[config.mk]
export PLATFORM = sky130hd
export DESIGN_NAME = ccii_div
export DESIGN_NICKNAME = d
export VERILOG_FILES = /design/src/ccii_pkg.sv /design/src/ccii_div.sv
export SDC_FILE = /design/constraint.sdc
export NUM_CORES = 1
export LEC_CHECK = 0
export BUFFER_PORTS_ARGS = -buffer_cell sky130_fd_sc_hd__buf_2
export CORE_UTILIZATION = 54
export DETAILED_ROUTE_END_ITERATION = 8
export PLACE_DENSITY = 0.91
export SLEW_MARGIN = 20
export SYNTH_ARGS = -nofsm -noshare
export SYNTH_HDL_FRONTEND = slang
export SYNTH_SLANG_ARGS = --single-unit
export TNS_END_PERCENT = 50
[constraint.sdc]
create_clock -name clk -period 3.1 [get_ports clk]
set_input_delay 0.155 -clock clk [delete_from_list [all_inputs] [get_ports clk]]
set_output_delay 0.155 -clock clk [all_outputs]
set_load 0.02 [all_outputs]
[src/ccii_pkg.sv]
// ----------------------------------------------------------------------------
// ccii_pkg
// Types and constants for the calibration curve inverse interpolator.
// ----------------------------------------------------------------------------
package ccii_pkg;

  // Item kinds
  localparam logic FUNC_WRITE   = 1'b0;
  localparam logic FUNC_CONVERT = 1'b1;

  // Result status codes
  localparam logic [1:0] ST_OK      = 2'd0;
  localparam logic [1:0] ST_DEGEN   = 2'd1;
  localparam logic [1:0] ST_WRITTEN = 2'd2;

  // Configuration register indexes
  localparam logic REG_FEEDBACK = 1'b0;
  localparam logic REG_ROWS     = 1'b1;

  localparam logic [23:0] FEEDBACK_RESET = 24'd10000;
  localparam logic [4:0]  ROWS_RESET     = 5'd16;

  // mV (Q15.8) * 1000 -> uA (Q16.16): scale by 1000 * 256
  localparam logic [31:0] CUR_SCALE = 32'd256000;

  // Quotient clamp for the segment step
  localparam logic [63:0] QUOT_CLAMP = 64'h0000_0100_0000_0000;

  localparam int unsigned DIV_STEPS = 64;
  localparam int unsigned DIV_CW    = 7;

  typedef struct packed {
    logic        start;
    logic [63:0] dividend;
    logic [31:0] divisor;
  } div_req_t;

  typedef struct packed {
    logic        done;
    logic [63:0] quotient;
  } div_rsp_t;

  typedef enum logic [4:0] {
    S_IDLE,
    S_CUR_MUL,
    S_CUR_DIVGO,
    S_CUR_DIV,
    S_RD0,
    S_RD1,
    S_RDL,
    S_CHK,
    S_SRCH_ADDR,
    S_SRCH_CMP,
    S_SEG_RA,
    S_SEG_RB,
    S_SEG_DIFF,
    S_SEG_MAG,
    S_SEG_MUL,
    S_SEG_DIVGO,
    S_SEG_DIV,
    S_FINISH
  } state_t;

endpackage

[src/ccii_div.sv]
// ----------------------------------------------------------------------------
// ccii_div
// Radix-2 restoring unsigned divider, 64-bit dividend by 32-bit divisor,
// one quotient bit per cycle.
// ----------------------------------------------------------------------------
module ccii_div (
  input  logic              clk,
  input  logic              rst,
  input  ccii_pkg::div_req_t req,
  output ccii_pkg::div_rsp_t rsp
);
  import ccii_pkg::*;

  logic              busy;
  logic              done;
  logic [DIV_CW-1:0] cnt;
  logic [31:0]       rem;
  logic [63:0]       quo;
  logic [32:0]       rem_sh;
  logic [32:0]       rem_sub;

  assign rem_sh  = {rem, quo[63]};
  assign rem_sub = rem_sh - {1'b0, req.divisor};

  always_ff @(posedge clk) begin
    if (rst) begin
      busy <= 1'b0;
      done <= 1'b0;
      cnt  <= '0;
    end else begin
      done <= 1'b0;
      if (req.start) begin
        busy <= 1'b1;
        cnt  <= DIV_CW'(DIV_STEPS);
      end else if (busy) begin
        cnt <= cnt - DIV_CW'(1);
        if (cnt == DIV_CW'(1)) begin
          busy <= 1'b0;
          done <= 1'b1;
        end
      end
    end
  end

  always_ff @(posedge clk) begin
    if (req.start) begin
      rem <= '0;
      quo <= req.dividend;
    end else if (busy) begin
      // keep remainder if subtract borrows
      if (!rem_sub[32]) begin
        rem <= rem_sub[31:0];
        quo <= {quo[62:0], 1'b1};
      end else begin
        rem <= rem_sh[31:0];
        quo <= {quo[62:0], 1'b0};
      end
    end
  end

  assign rsp.done     = done;
  assign rsp.quotient = quo;

endmodule

==> reports/qor.yml <==
run_status: "finished with violations"
violations: "design-rule violations, negative setup slack"
r2r_slack_ps: -100
die_w_microns: 111
required_ps: 3310
drtAntennaViolNets: 0
cts_sinks: 105
grt_max_degree: 62
cts_max_level: 3
fin_ws_ps: -104
r2r-end: "rem[21]"
grtUsageMet3_pct: 8.47
p_leak_nw: 3.39
fin_crit_ps: 3200
drive_gt1_share_pct: 37.5
critPathArrivalTime_ps: 3410
power.density_nw_per_um2: 508
busiest_layer: "met2"
path_clk_slew_ps: 80
drc: 8
ctsRootBufferMaster: "clkbuf_16"
core_sq_um: 11500
synthDistinctLibCells: 66
initial_core_util_pct: 55.8
fin_nets: 914
place_congestion: 0.887
ys_ff_latch: 105
timing.critical_path.from: "quo[63]"
num_vias: 5365
worstReg2RegStart: "quo[63]"
rows: 39
post_drt_wl_per_cell_microns: 17.1
start_kind: "flip-flop"
cts_tree: "yes"
avgSynthCellArea_sq_um: 10.5
r2r_cells: 14
grt_usage_pct: 25.4
setup_viol: 23
hpwl_microns: 11300
layout_common_cells: "buf_2, mux2_2, edfxtp_1, nor2_1, inv_1"
ys_async_sr_fraction_pct: 0
cts_buffer_depth: 2
drv_slew: 0
die_h_microns: 111
worstMarginPinSlew_ps: 626
diodes: 0
clock_skew_ps: 12.6
grt_pass1_wl_microns: 24800
critPathKind: "flip-flop to flip-flop"
area_growth_pct: 23.6
crit_end: "rem[21]"
yosysSeqAreaShare_pct: 42.7
routed_wirelength_microns: 15800
syn_area_sq_um: 6430
io-pin-count: 164
cts_made_buffers: 9
maxCapViolCount: 0
clk_latency_ps: 360
slew_headroom_pct: 58.1
grt_remaining_overflow: 0
ys_warn_count: 0
crit_path_end_kind: "flip-flop"
synth-edff-count: 64
drt_first_pass_iters: 7
avgViaCountPerCell: 5.78
post-route-period-util_pct: 103
max_freq_ghz: 0.312
syn_nets: 747
grt_pass1_vias: 5233
die_area_sq_um: 12300
hold_viol: 0
final_common_cell: "buf_2"
drt_iter0_markers: 375
crit_fanout: 6
synthCells: 613
worstHoldPathType: "primary input to flip-flop"
final_util_pct: 68.9
use_met2_pct: 44.7
io_buffer_count: 163
grtUsageMet1_pct: 28.9
fin_hold_ws_ps: 86.9
rsz0062_at_grt: "true"
ir_drop_v: 0.000367
antenna_found_initial: 1
synth_ff_type: "edfxtp_1"
[cell type report]
cell class                      instances  area, sq um
Timing Repair Buffer                  188         1110
Fill cell                             821         3580
Tap cell                              143          179
Clock buffer                            9          225
Multi-Input combinational cell        433         3430
Sequential cell                       105         2740
Inverter                               43          161
Clock inverter                          7         83.8
[layer usage]
layer | vias to the layer above | share of wire (%)
li1 | 2585 | -
met1 | 2537 | 40
met2 | 209 | 50
met3 | 32 | 7.8
met4 | 2 | 2.5
met5 | - | 0.063
[per-stage QoR]
step	setup TNS (ps)	worst slack [ps]	std cells	cell area, sq um	power [W]
6_report	-687	-104	928	7940	0.00404
5_1_grt	-3900	-221	928	7940	0.00421
4_1_cts	0	9.82	919	7750	0.00398
3_5_place_dp	-283	-60.5	898	7360	0.00279
3_3_place_gp	0	114	898	7360	0.00276
2_1_floorplan	0	135	613	6430	0.00249
[Yosys cell counts, drive strengths merged, types with 6 or more instances]
master,number,area [sq um]
nor2,56,213
nand2,31,119
a211oi,29,223
buf,6,77.6
a21oi,31,155
clkbuf,26,97.6
nand4,8,50.1
xnor2,22,193
mux2,66,743
dfxtp,41,821
o21a,8,60.1
o21ai,29,149
a21o,8,60.1
inv,43,161
mux2i,28,280
edfxtp,64,1920
xor2,11,96.3
ha,34,425
[critical path: stages, from the launching register on]
cell and delay, ps:
edfxtp_1 410, inv_2 110, ha_4 150, fa_2 210, nand2b_4 130, o2bb2ai_4 130, o211ai_4 100, a2111oi_4 440
o21ai_2 140, o211a_1 270, a211oi_4 240, buf_6 210, clkbuf_16 170, mux2i_1 230, a211oi_1 100
[state kept, by name, summed over array words and instances (netlist names)]
register,count
rem,32
busy,1
quo,64
cnt,7
done,1
[how the worst min path moves through the flow]
stage | end | startpoint | depth (start not counted)
final | quo[21] | req[53] | 2
after CTS | quo[1] | req[33] | 2
after global routing | quo[17] | req[49] | 2
after global placement | busy | rst | 2
after detailed placement | busy | rst | 2
after floorplan | busy | rst | 1
[logic make-up after synthesis]
kind of cell / synth area share, %
adder cells (fa/ha/maj): 6.93
AND/OR/NAND/NOR: 9.44
AO/OA/AOI/OAI: 15.3
flip-flops: 42.7
XOR/XNOR: 4.50
multiplexers: 15.9
buffers and inverters: 5.24
[repair_timing]
item                       in CTS  in global routing
pin swaps                       2                 22
cloned                          1                  2
gates resized for setup         2                 18
hold buffers                    1                  0
hold endpoints to repair        2                  0
setup endpoints to repair      28                 30
buffers inserted                3                  7
[power by group]
part | switching [W] | total, W | internal, W
Sequential | 0.0000829 | 0.00172 | 0.00164
Clock | 0.000598 | 0.00117 | 0.000575
Combinational | 0.000626 | 0.00114 | 0.000517
Note: power is estimated with default switching activity, not from simulation.
